## src/hdl/arpc_pkg.sv

```systemverilog
// Shared constants and types for the ARP cache responder.
`timescale 1ns / 1ps
`default_nettype none
package arpc_pkg;

	localparam logic [15:0] HW_ETHERNET    = 16'h0001;
	localparam logic [15:0] PROTO_IPV4     = 16'h0800;
	localparam logic [15:0] ARP_OP_REQUEST = 16'd1;
	localparam logic [15:0] ARP_OP_REPLY   = 16'd2;

	localparam logic [1:0] TX_OP_NONE    = 2'd0;
	localparam logic [1:0] TX_OP_REQUEST = 2'd1;
	localparam logic [1:0] TX_OP_REPLY   = 2'd2;

	localparam logic [1:0] KIND_NONE    = 2'd0;
	localparam logic [1:0] KIND_REPLY   = 2'd1;
	localparam logic [1:0] KIND_REQUEST = 2'd2;

	localparam logic [2:0] ST_OK         = 3'd0;
	localparam logic [2:0] ST_BAD_HW     = 3'd1;
	localparam logic [2:0] ST_BAD_PROTO  = 3'd2;
	localparam logic [2:0] ST_NOT_FOR_US = 3'd3;
	localparam logic [2:0] ST_BAD_OPCODE = 3'd4;
	localparam logic [2:0] ST_MISS       = 3'd5;

	localparam logic CFG_OWN_IP  = 1'b0;
	localparam logic CFG_OWN_MAC = 1'b1;

	localparam logic [47:0] BCAST_MAC = 48'hFFFF_FFFF_FFFF;

	// Outcome of one pass over the cache
	typedef struct packed {
		logic        done;
		logic        match;
		logic        free;
		logic [47:0] match_mac;
	} scan_status_t;

endpackage
`default_nettype wire

```

## src/hdl/arpc_cache.sv

```systemverilog
// Cache memory with valid bits and a sequential scan for match and free entry.
`timescale 1ns / 1ps
`default_nettype none
module arpc_cache import arpc_pkg::*; #(
	parameter int CACHE_ENTRIES = 16,
	parameter int IDX_W = 4
) (
	input  wire logic               clk,
	input  wire logic               arst_n,
	input  wire logic               scan_start,
	input  wire logic [31:0]        key,
	input  wire logic               wr_en,
	input  wire logic [IDX_W-1:0]   wr_idx,
	input  wire logic [31:0]        wr_ip,
	input  wire logic [47:0]        wr_mac,
	output scan_status_t            status,
	output logic      [IDX_W-1:0]   match_idx,
	output logic      [IDX_W-1:0]   free_idx
);

	localparam logic [IDX_W-1:0] LAST_IDX = IDX_W'(CACHE_ENTRIES - 1);

	logic [79:0]              mem [CACHE_ENTRIES];
	logic [CACHE_ENTRIES-1:0] valid_q;

	logic             scan_q;
	logic [IDX_W-1:0] addr_q;
	logic             rd_vld_s1;
	logic             rd_last_s1;
	logic [IDX_W-1:0] rd_idx_s1;
	logic [79:0]      rd_data_s1;
	logic             done_q;
	logic             match_q;
	logic             free_q;
	logic [31:0]      key_q;
	logic [IDX_W-1:0] match_idx_q;
	logic [IDX_W-1:0] free_idx_q;
	logic [47:0]      match_mac_q;

	logic entry_ok;
	logic entry_hit;

	assign entry_ok  = valid_q[rd_idx_s1];
	assign entry_hit = entry_ok && (rd_data_s1[79:48] == key_q);

	// Memory: one write port, one registered read port
	always_ff @(posedge clk) begin
		if (wr_en) begin
			mem[wr_idx] <= {wr_ip, wr_mac};
		end
		rd_data_s1 <= mem[addr_q];
	end

	always_ff @(posedge clk or negedge arst_n) begin
		if (!arst_n) begin
			valid_q    <= '0;
			scan_q     <= 1'b0;
			addr_q     <= '0;
			rd_vld_s1  <= 1'b0;
			rd_last_s1 <= 1'b0;
			done_q     <= 1'b0;
			match_q    <= 1'b0;
			free_q     <= 1'b0;
		end else begin
			if (wr_en) begin
				valid_q[wr_idx] <= 1'b1;
			end
			rd_vld_s1  <= scan_q;
			rd_last_s1 <= scan_q && (addr_q == LAST_IDX);
			done_q     <= rd_vld_s1 && rd_last_s1;
			if (scan_start) begin
				scan_q  <= 1'b1;
				addr_q  <= '0;
				match_q <= 1'b0;
				free_q  <= 1'b0;
			end else begin
				if (scan_q) begin
					if (addr_q == LAST_IDX) begin
						scan_q <= 1'b0;
					end else begin
						addr_q <= addr_q + 1'b1;
					end
				end
				if (rd_vld_s1) begin
					// keep the lowest-numbered candidate of each kind
					if (entry_hit && !match_q) begin
						match_q <= 1'b1;
					end
					if (!entry_ok && !free_q) begin
						free_q <= 1'b1;
					end
				end
			end
		end
	end

	always_ff @(posedge clk) begin
		rd_idx_s1 <= addr_q;
		if (scan_start) begin
			key_q <= key;
		end
		if (rd_vld_s1 && entry_hit && !match_q) begin
			match_idx_q <= rd_idx_s1;
			match_mac_q <= rd_data_s1[47:0];
		end
		if (rd_vld_s1 && !entry_ok && !free_q) begin
			free_idx_q <= rd_idx_s1;
		end
	end

	assign status.done      = done_q;
	assign status.match     = match_q;
	assign status.free      = free_q;
	assign status.match_mac = match_mac_q;
	assign match_idx        = match_idx_q;
	assign free_idx         = free_idx_q;

endmodule
`default_nettype wire

```

## src/hdl/arp_cache_responder.sv

```systemverilog
// ARP cache and responder for IPv4 over Ethernet: control and result logic.
// A lookup or an accepted packet is scanned against the cache and the scan reads
//   one entry per cycle; done and the result word are registered once the scan reports.
// A packet with a bad hardware or protocol type reports on the next cycle.
// No new command is accepted while a scan runs; busy is high meanwhile.
// Reset clears the valid bits and own_ip/own_mac; no clearing pass is needed.
// Results are one-cycle strobes on done; the receiver cannot stall.
`timescale 1ns / 1ps
`default_nettype none
module arp_cache_responder import arpc_pkg::*; #(
	parameter int CACHE_ENTRIES = 16
) (
	input  wire logic        clk,
	input  wire logic        arst_n,
	// configuration write channel
	input  wire logic        cfg_valid,
	output logic             cfg_ready,
	input  wire logic        cfg_index,
	input  wire logic [47:0] cfg_data,
	// command channel
	input  wire logic        start,
	output logic             busy,
	input  wire logic        operation,
	input  wire logic [15:0] hw_type,
	input  wire logic [15:0] proto_type,
	input  wire logic [15:0] arp_opcode,
	input  wire logic [31:0] sender_ip,
	input  wire logic [47:0] sender_mac,
	input  wire logic [31:0] target_ip,
	input  wire logic [31:0] query_ip,
	// result channel
	output logic             done,
	output logic [1:0]       transmit_kind,
	output logic [2:0]       status,
	output logic             table_full,
	output logic [47:0]      frame_dest_mac,
	output logic [1:0]       tx_opcode,
	output logic [47:0]      tx_target_mac,
	output logic [31:0]      tx_target_ip,
	output logic [47:0]      found_mac,
	output logic             hit
);

	localparam int IDX_W = (CACHE_ENTRIES > 1) ? $clog2(CACHE_ENTRIES) : 1;

	localparam logic S_IDLE = 1'b0;
	localparam logic S_SCAN = 1'b1;

	logic state_q;

	// configuration
	logic [31:0] own_ip_q;
	logic [47:0] own_mac_q;

	// captured command word
	logic        op_q;
	logic [15:0] opc_q;
	logic [31:0] sip_q;
	logic [47:0] smac_q;
	logic [31:0] tip_q;
	logic [31:0] qip_q;

	logic accept;
	logic reject_hw;
	logic reject_proto;

	scan_status_t     scan;
	logic [IDX_W-1:0] match_idx;
	logic [IDX_W-1:0] free_idx;
	logic             scan_start;
	logic             finish;
	logic             wr_en;
	logic [IDX_W-1:0] wr_idx;

	// next result word, built when the scan reports
	logic [1:0]  kind_d;
	logic [2:0]  status_d;
	logic        full_d;
	logic [47:0] dest_d;
	logic [1:0]  txop_d;
	logic [47:0] tmac_d;
	logic [31:0] tip_d;
	logic [47:0] found_d;
	logic        hit_d;

	assign cfg_ready    = 1'b1;
	assign busy         = (state_q != S_IDLE);
	assign accept       = start && !busy;
	assign reject_hw    = (hw_type != HW_ETHERNET);
	assign reject_proto = (proto_type != PROTO_IPV4);
	// packets with bad header types never touch the cache
	assign scan_start   = accept && (operation || (!reject_hw && !reject_proto));
	assign finish       = (state_q == S_SCAN) && scan.done;

	// learn the sender: update a matching entry, else take the first free one
	assign wr_en  = finish && !op_q && (scan.match || scan.free);
	assign wr_idx = scan.match ? match_idx : free_idx;

	always_comb begin
		kind_d   = KIND_NONE;
		status_d = ST_OK;
		full_d   = 1'b0;
		dest_d   = '0;
		txop_d   = TX_OP_NONE;
		tmac_d   = '0;
		tip_d    = '0;
		found_d  = '0;
		hit_d    = 1'b0;
		if (op_q) begin
			if (scan.match) begin
				hit_d   = 1'b1;
				found_d = scan.match_mac;
			end else begin
				// miss: one broadcast request, no retries
				status_d = ST_MISS;
				kind_d   = KIND_REQUEST;
				dest_d   = BCAST_MAC;
				txop_d   = TX_OP_REQUEST;
				tmac_d   = BCAST_MAC;
				tip_d    = qip_q;
			end
		end else begin
			full_d = !scan.match && !scan.free;
			if (tip_q != own_ip_q) begin
				status_d = ST_NOT_FOR_US;
			end else if (opc_q == ARP_OP_REQUEST) begin
				kind_d = KIND_REPLY;
				dest_d = smac_q;
				txop_d = TX_OP_REPLY;
				tmac_d = smac_q;
				tip_d  = sip_q;
			end else if (opc_q != ARP_OP_REPLY) begin
				status_d = ST_BAD_OPCODE;
			end
		end
	end

	always_ff @(posedge clk or negedge arst_n) begin
		if (!arst_n) begin
			state_q   <= S_IDLE;
			done      <= 1'b0;
			own_ip_q  <= '0;
			own_mac_q <= '0;
		end else begin
			if (cfg_valid && cfg_ready) begin
				case (cfg_index)
					CFG_OWN_IP:  own_ip_q  <= cfg_data[31:0];
					CFG_OWN_MAC: own_mac_q <= cfg_data;
					default:     ;
				endcase
			end
			// strobe a result for early rejects and for finished scans
			done <= (accept && !scan_start) || finish;
			case (state_q)
				S_IDLE: begin
					if (scan_start) begin
						state_q <= S_SCAN;
					end
				end
				S_SCAN: begin
					if (scan.done) begin
						state_q <= S_IDLE;
					end
				end
				default: state_q <= S_IDLE;
			endcase
		end
	end

	// payload: hold the command word and the result word
	always_ff @(posedge clk) begin
		if (accept) begin
			op_q   <= operation;
			opc_q  <= arp_opcode;
			sip_q  <= sender_ip;
			smac_q <= sender_mac;
			tip_q  <= target_ip;
			qip_q  <= query_ip;
		end
		if (accept && !scan_start) begin
			transmit_kind  <= KIND_NONE;
			status         <= reject_hw ? ST_BAD_HW : ST_BAD_PROTO;
			table_full     <= 1'b0;
			frame_dest_mac <= '0;
			tx_opcode      <= TX_OP_NONE;
			tx_target_mac  <= '0;
			tx_target_ip   <= '0;
			found_mac      <= '0;
			hit            <= 1'b0;
		end else if (finish) begin
			transmit_kind  <= kind_d;
			status         <= status_d;
			table_full     <= full_d;
			frame_dest_mac <= dest_d;
			tx_opcode      <= txop_d;
			tx_target_mac  <= tmac_d;
			tx_target_ip   <= tip_d;
			found_mac      <= found_d;
			hit            <= hit_d;
		end
	end

	arpc_cache #(
		.CACHE_ENTRIES(CACHE_ENTRIES),
		.IDX_W(IDX_W)
	) u_cache (
		.clk       (clk),
		.arst_n    (arst_n),
		.scan_start(scan_start),
		.key       (operation ? query_ip : sender_ip),
		.wr_en     (wr_en),
		.wr_idx    (wr_idx),
		.wr_ip     (sip_q),
		.wr_mac    (smac_q),
		.status    (scan),
		.match_idx (match_idx),
		.free_idx  (free_idx)
	);

	// own_mac is kept for the transmit path; the result word carries no sender MAC
	logic own_mac_unused;
	assign own_mac_unused = ^own_mac_q;

endmodule
`default_nettype wire
```

## config.mk

```make
export PLATFORM = sky130hd
export DESIGN_NAME = arp_cache_responder
export DESIGN_NICKNAME = d
export VERILOG_FILES = /design/src/hdl/arpc_pkg.sv /design/src/hdl/arpc_cache.sv /design/src/hdl/arp_cache_responder.sv
export SDC_FILE = /design/constraint.sdc
export NUM_CORES = 2
export LEC_CHECK = 0
export BUFFER_PORTS_ARGS = -buffer_cell sky130_fd_sc_hd__buf_2
export CAP_MARGIN = 25
export CORE_ASPECT_RATIO = 0.75
export CORE_MARGIN = 1
export CORE_UTILIZATION = 50
export CTS_CLUSTER_SIZE = 40
export DETAILED_ROUTE_END_ITERATION = 6
export PLACE_DENSITY_LB_ADDON = 0.3
export SYNTH_ARGS = -nofsm -noshare
export SYNTH_HDL_FRONTEND = slang
export SYNTH_SLANG_ARGS = --single-unit
export TNS_END_PERCENT = 100
```

## constraint.sdc

```tcl
create_clock -name clk -period 20.2 [get_ports clk]
set_clock_uncertainty 0.1 [all_clocks]
set_input_delay 2.02 -clock clk [delete_from_list [all_inputs] [get_ports clk]]
set_output_delay 2.02 -clock clk [all_outputs]
set_load 0.03 [all_outputs]
```

* Word level (Yosys, flattened, before mapping)
Memory sizes are Yosys's and may differ from the RTL's. A register that Yosys moved wholly into a read port is not among the register bits.
Cells that the tools add are included.
W data, S select, Z words.
** Operators by class
- Divide/modulo/power cells :: 0
- Shift operators :: 0
- Reduce and logical (&&, ||, !) cells :: 38
- Muxes and demuxes :: 52
- $add $sub $neg :: 1
- Bitwise logic cells :: 3
- Multipliers :: 0
- Eq/ne operators :: 8
- $lt $le $gt $ge :: 3
** Operators by type and width (count)
- $mux W48 :: 6
- $mux W32 :: 5
- $eq A32 B32 Y1 :: 1
- $ne A32 B32 Y1 :: 1
- $mux W1 :: 21
- $mux W3 :: 7
- $logic_and A1 B1 Y1 :: 18
- $eq A16 B1 Y1 const B :: 1
- $mux W4 :: 4
- $ne A16 B1 Y1 const B :: 1
- $ne A16 B12 Y1 const B :: 1
- $ne A16 B2 Y1 const B :: 1
- $or A16 B16 Y16 :: 1
- $mux W2 :: 6
- $lt A4 B5 Y1 const B :: 2
- $reduce_bool A2 Y1 :: 5
- $logic_not A1 Y1 :: 8
- $reduce_and A2 Y1 :: 4
- $add A4 B1 Y4 const B :: 1
- $bmux W1 S4 :: 1
- $demux W1 S4 :: 1
- $eq A4 B4 Y1 const B :: 1
- $ge A4 B1 Y1 const B :: 1
- $logic_or A1 B1 Y1 :: 3
- other kinds (3) :: 4
** Storage, ports and cells
- Bits in read-only memories :: 0
- Logic and storage cells :: 136
- Latch bits :: 0
- Output and inout bits :: 188
- Register bits after elaboration :: 450
- Memory bits (writable) :: 1280
- Memories kept :: 1
** Memories
- u_cache.mem :: words 16, width 80, rd ports 1, clocked after memory_dff 1, write ports 1, line arpc_cache.sv:23 : logic [79:0] mem [CACHE_ENTRIES];

* Longest topological paths before layout
- Depth after elaboration :: 8
- Mapped depth :: 7

* By module
From an unflattened synthesis, not the netlist that was laid out.
** Unflattened totals
- Cell total of the unflattened synthesis :: 2920
- Area, all modules :: 66059.6 µm²
** Modules (own cells, without submodules)
- arpc_cache :: instances 1, area each 53874.2 µm², cells an instance 2101
- arp_cache_responder :: instances 1, area each 12185.4 µm², cells an instance 819

* Least setup slack after synthesis
No wires, ideal clock.
- Path kind :: reg-to-reg
- Start point :: reg u_cache.rd_idx_s1[0]
- End point :: reg u_cache.match_q
- Setup time :: 85 ps
- Path slack :: 13257 ps
- Stages on the path, launching flop included :: 6
- Data required time :: 20015 ps
- Arrival time :: 6758 ps
- Path buffers :: 0
- Period minus slack after synthesis :: 6943 ps
- Cell sequence :: dfxtp_1 -> mux4_2 -> mux2i_1 -> mux2_2 -> nor4_1 -> o22a_1
** On the way
- Word-level cells in the longest chain between the ends :: 6
** Ends and longest elaborated chain
- start, declared :: line arpc_cache.sv:30 : logic [IDX_W-1:0] rd_idx_s1;
- start signal, assigned :: line arpc_cache.sv:98 : rd_idx_s1 <= addr_q;
- $bmux W1 S4 :: line arpc_cache.sv:43 : assign entry_ok = valid_q[rd_idx_s1];
- $mux W1 (implied by the code) :: line arpc_cache.sv:43
- $logic_and A1 B1 Y1 :: line arpc_cache.sv:44 : assign entry_hit = entry_ok && (rd_data_s1[79:48] == key_q);
- $logic_and A1 B1 Y1 :: line arpc_cache.sv:86 : if (entry_hit && !match_q) begin
- $reduce_bool A2 Y1 (no source line)
- $reduce_and A2 Y1 (no source line)
- end signal, assigned :: line arpc_cache.sv:62 : match_q <= 1'b0;
- end signal, assigned :: line arpc_cache.sv:74 : match_q <= 1'b0;
- end signal, assigned :: line arpc_cache.sv:87 : match_q <= 1'b1;
- end, declared :: line arpc_cache.sv:33 : logic match_q;
No other way between the ends. The select of a mux whose other input is x is not followed.
A chain may end at the register's enable or synchronous reset.

* Final worst setup path
- Start point :: reg u_cache.match_q
- End point :: mem u_cache.mem[4][33] (enable)
** On the way
- Word-level cells in the longest chain between the ends :: 4
- Elaborated cells on any way between the ends :: 5
- Classes of those cells :: mux (3); reduce/logical (2)
** Ends and longest elaborated chain
- $logic_or A1 B1 Y1 :: line arp_cache_responder.sv:96 : assign wr_en = finish && !op_q && (scan.match || scan.free);
- $logic_and A1 B1 Y1 :: line arp_cache_responder.sv:96
- $mux W1 :: line arpc_cache.sv:48 : if (wr_en) begin
- $mux W1 (implied by the code) :: line arpc_cache.sv:49 : mem[wr_idx] <= {wr_ip, wr_mac};
- end, declared :: line arpc_cache.sv:23
Several ways; a longest one is shown, not always the timed one.

==> summary.txt <==
Synth
  • Post-synth cell types: 49
  • Synth Area in Simple Gates: roughly 1.3%
  • Ys flop type: edfxtp_1
  • Synthesized cell area: roughly 0.066 mm^2
  • Post-synthesis compound-gate area fraction: approximately 2.4%
  • Post-synthesis mux area share: between 10% and 20%
  • Post-Synth Adder-Cell Area: less than 1%
  • Largest family of logic cells by synthesized area: multiplexers
  • FFs w/ async S/R, synth: ~3.3%
  • Post-synthesis xor/xnor area fraction: less than 1%
  • #FFs+latches synth: approximately 1800
  • Cell count after synthesis: between 2000 and 3000
  • Synthesized net count: around 3100
  • Sequential fraction of the synthesis area: between 70% and 80%
  • EDFF count, synth: 1532
  • Syn. warnings: 0
  • Avg Inst Size Synth: approximately 23 um^2

STA
  • Final period util: 21.1%
  • Max-slew violations: 0
  • Min Hold Slack: about 290 ps
  • Final Hold Viols: 0
  • Final worst setup slack: around 16000 ps
  • Fin Setup TNS: 0 ps
  • Setup violators final: 0
  • Slew HR: 26.0%
  • Minimum clock period: around 4300 ps
  • RSZ-0062 raised after global routing: no
  • Highest clock rate: between 0.2 and 0.25 GHz
  • Worst-margin pin slew: roughly 1100 ps

Clocking
  • # resized after CTS: 0
  • CTS tree: built
  • Worst skew pair latency: 800 ps
  • Cts bufs inserted: 166
  • Max Buffers Root-to-Sink: 3
  • Clock Root Buffer: clkbuf_16
  • H-Tree Depth: 4
  • Post-CTS setup buffers: 0
  • CTS Hold Buffers Added: 0
  • Clock slew at reported path FFs: ~70 ps
  • Sink Count: around 1800

Setup path
  • Slowest CP cell: buf_4
  • RR Startpoint: u_cache.match_q
  • Worst Setup Start Kind: flip-flop
  • Biggest cell delay along the critical path: ~800 ps
  • CP max FO: 38
  • Critical Path Source: u_cache.match_q
  • R2R Path End: u_cache.mem[4][33]
  • CP cell instances: mux2i_1, nor3b_1, nand2_1, nor2_4, buf_4, buf_4
  • R2R cell count: 6
  • Critical path depth: 6
  • Buffers plus inverters on the worst setup path: 2
  • Most used cell, CP: buf_4
  • Reg2reg setup slack: 15930 ps
  • Critical path type: reg2reg
  • Top delay family on crit path: buffers and inverters
  • CP arrival: around 4600 ps
  • Endpoint of the worst setup timing path: u_cache.mem[4][33]
  • Worst path required time: 20510 ps
  • Crit end category: flip-flop

Drt
  • DRT Pass-1 Iters: 5
  • Drc violations: 0
  • DR iter-0 viols: about 3300
  • Vias: around 31000
  • Detail Route Antenna Nets: 0
  • Vias per Instance: approximately 6
  • DRT Wirelength: between 150000 and 200000 um
  • Routed WL per cell: between 20 and 30 um

Placed design
  • Placed cell areas: 0.0698 mm^2
  • Place WS: 15310 ps
  • GP Congestion: just under 0.8
  • DP Cell Count: roughly 4900
  • HPWL after detailed placement: ~80000 um
  • IO buf count: 416

Die
  • Initial Utilization: 50.7%
  • Die Footprint: 0.133 mm^2
  • Row cnt: 114
  • Core area: ~0.13 mm^2
  • Die X: around 420 um
  • Die Y: 316 um
  • Io pins: between 400 and 500

Pwr
  • Power per Cell Area: ~130 mW/mm^2
  • Leak Pwr: around 25 nW
  • Final total power: around 9.8 mW
  • VDD IR max: around 0.15 mV

Cells and area
  • Final core utilization: 58.2%
  • # nets final: 3600
  • Share of cells above drive strength 1: 36.8%
  • Post-Layout Cell Count: 5240
  • P&R area growth vs syn: 14.8%
  • Design Area, Final: roughly 0.076 mm^2

Global route
  • Via count of the first global-routing pass: approximately 32000
  • First-pass GRT wire length: 220000 um
  • Total global-route track usage: 23.1%
  • GR Overflow Total: 0
  • Largest net degree at the start of global routing: around 110
  • Initial antenna violation count: 6

Run status
  • Outcome: complete, no violations

Job
  • Max cap viols: 0

Worst hold path
  • Hold Crit Class: reg2reg
-- power by group --
part | internal, mW | switching, mW | total, mW | leakage, nW
registers | 4.34 | 0.256 | 4.60 | 16.3
logic | 1.00 | 1.01 | 2.02 | 6.23
clock network | 1.82 | 1.38 | 3.20 | 2.75
-- synth_stat cells, drive strengths merged (4+ instances only) --
cell type	number	area, um^2
nor2	26	97.6
a21o	4	31.3
o2bb2ai	48	420
xor2	61	534
dfrtp	60	1500
inv	7	26.3
nand2	14	52.6
mux2	65	732
xnor2	6	52.6
buf	113	718
a221o	32	357
mux4	404	9100
and2	34	213
clkbuf	80	300
nand4	6	37.5
a22o	48	420
or2	16	100
a21oi	56	280
edfxtp	1532	46000
nor4	27	184
dfxtp	216	4320
-- worst register-to-register path: stages (launching register included) --
cell,delay (ps)
dfrtp_1,710
mux2i_1,300
nor3b_1,280
nand2_1,300
nor2_4,660
buf_4,670
buf_4,810
-- worst min path at each step --
stage                                      start                      end  slack (ps)  depth (start not counted)
after global placement    u_cache.rd_data_s1[20]  u_cache.match_mac_q[20]         290                          0
after floorplan                u_cache.addr_q[2]     u_cache.rd_idx_s1[2]         250                          0
final                      u_cache.rd_data_s1[2]   u_cache.match_mac_q[2]         290                          0
after CTS                  u_cache.rd_data_s1[2]   u_cache.match_mac_q[2]         290                          0
after detailed placement  u_cache.rd_data_s1[20]  u_cache.match_mac_q[20]         290                          0
after global routing       u_cache.rd_data_s1[2]   u_cache.match_mac_q[2]         300                          0
-- registers in the layout, summed over array words and instances (netlist names), 16 cells and up --
| name | count |
|---|---|
| found_mac | 48 |
| opc_q | 16 |
| own_ip_q | 32 |
| qip_q | 32 |
| sip_q | 32 |
| smac_q | 48 |
| tip_q | 32 |
| tx_target_ip | 32 |
| tx_target_mac | 48 |
| u_cache.key_q | 32 |
| u_cache.match_mac_q | 48 |
| u_cache.mem | 1280 |
| u_cache.rd_data_s1 | 80 |
| u_cache.valid_q | 16 |
-- kinds of logic after synthesis --
logic type,Yosys count
compound gates,200
mux,472
xor+xnor,67
buf+inv,200
other cells,1
flops,1808
fa+ha+maj,1
simple gates,145
-- placed cells by master (no fill, tap or decap), drive strengths merged, types with 16 or more instances in the layout --
master | synthesis | final
edfxtp | 1532 | 1532
buf | 113 | 484
mux4 | 404 | 404
clkbuf | 80 | 226
dfxtp | 216 | 216
mux2 | 65 | 65
xor2 | 61 | 61
dfrtp | 60 | 60
a21oi | 56 | 56
clkinv | 0 | 56
a22o | 48 | 48
o2bb2ai | 48 | 48
and2 | 34 | 34
a221o | 32 | 32
nor4 | 27 | 27
nor2 | 26 | 26
inv | 7 | 18
or2 | 16 | 16
-- routing by layer --
layer | up-vias | global-route usage, % | wire length (um)
li1 | 12941 | - | -
met1 | 16829 | 32.4 | 62600
met2 | 1225 | 38.4 | 77200
met3 | 191 | 3.46 | 9870
met4 | 0 | 5.91 | 2670
met5 | - | 0 | 0
-- cell type report --
type / instances / area (um^2)
clock inverters: 86 / 931
repair buffers: 484 / 2760
diodes: 3 / 7.51
inverters: 7 / 33.8
multi-input cells: 886 / 13100
flip-flops and latches: 1808 / 51800
well taps: 1740 / 2180
clock buffers: 226 / 4690
fillers: 9133 / 54100
Power figures use the tool's default switching activity.
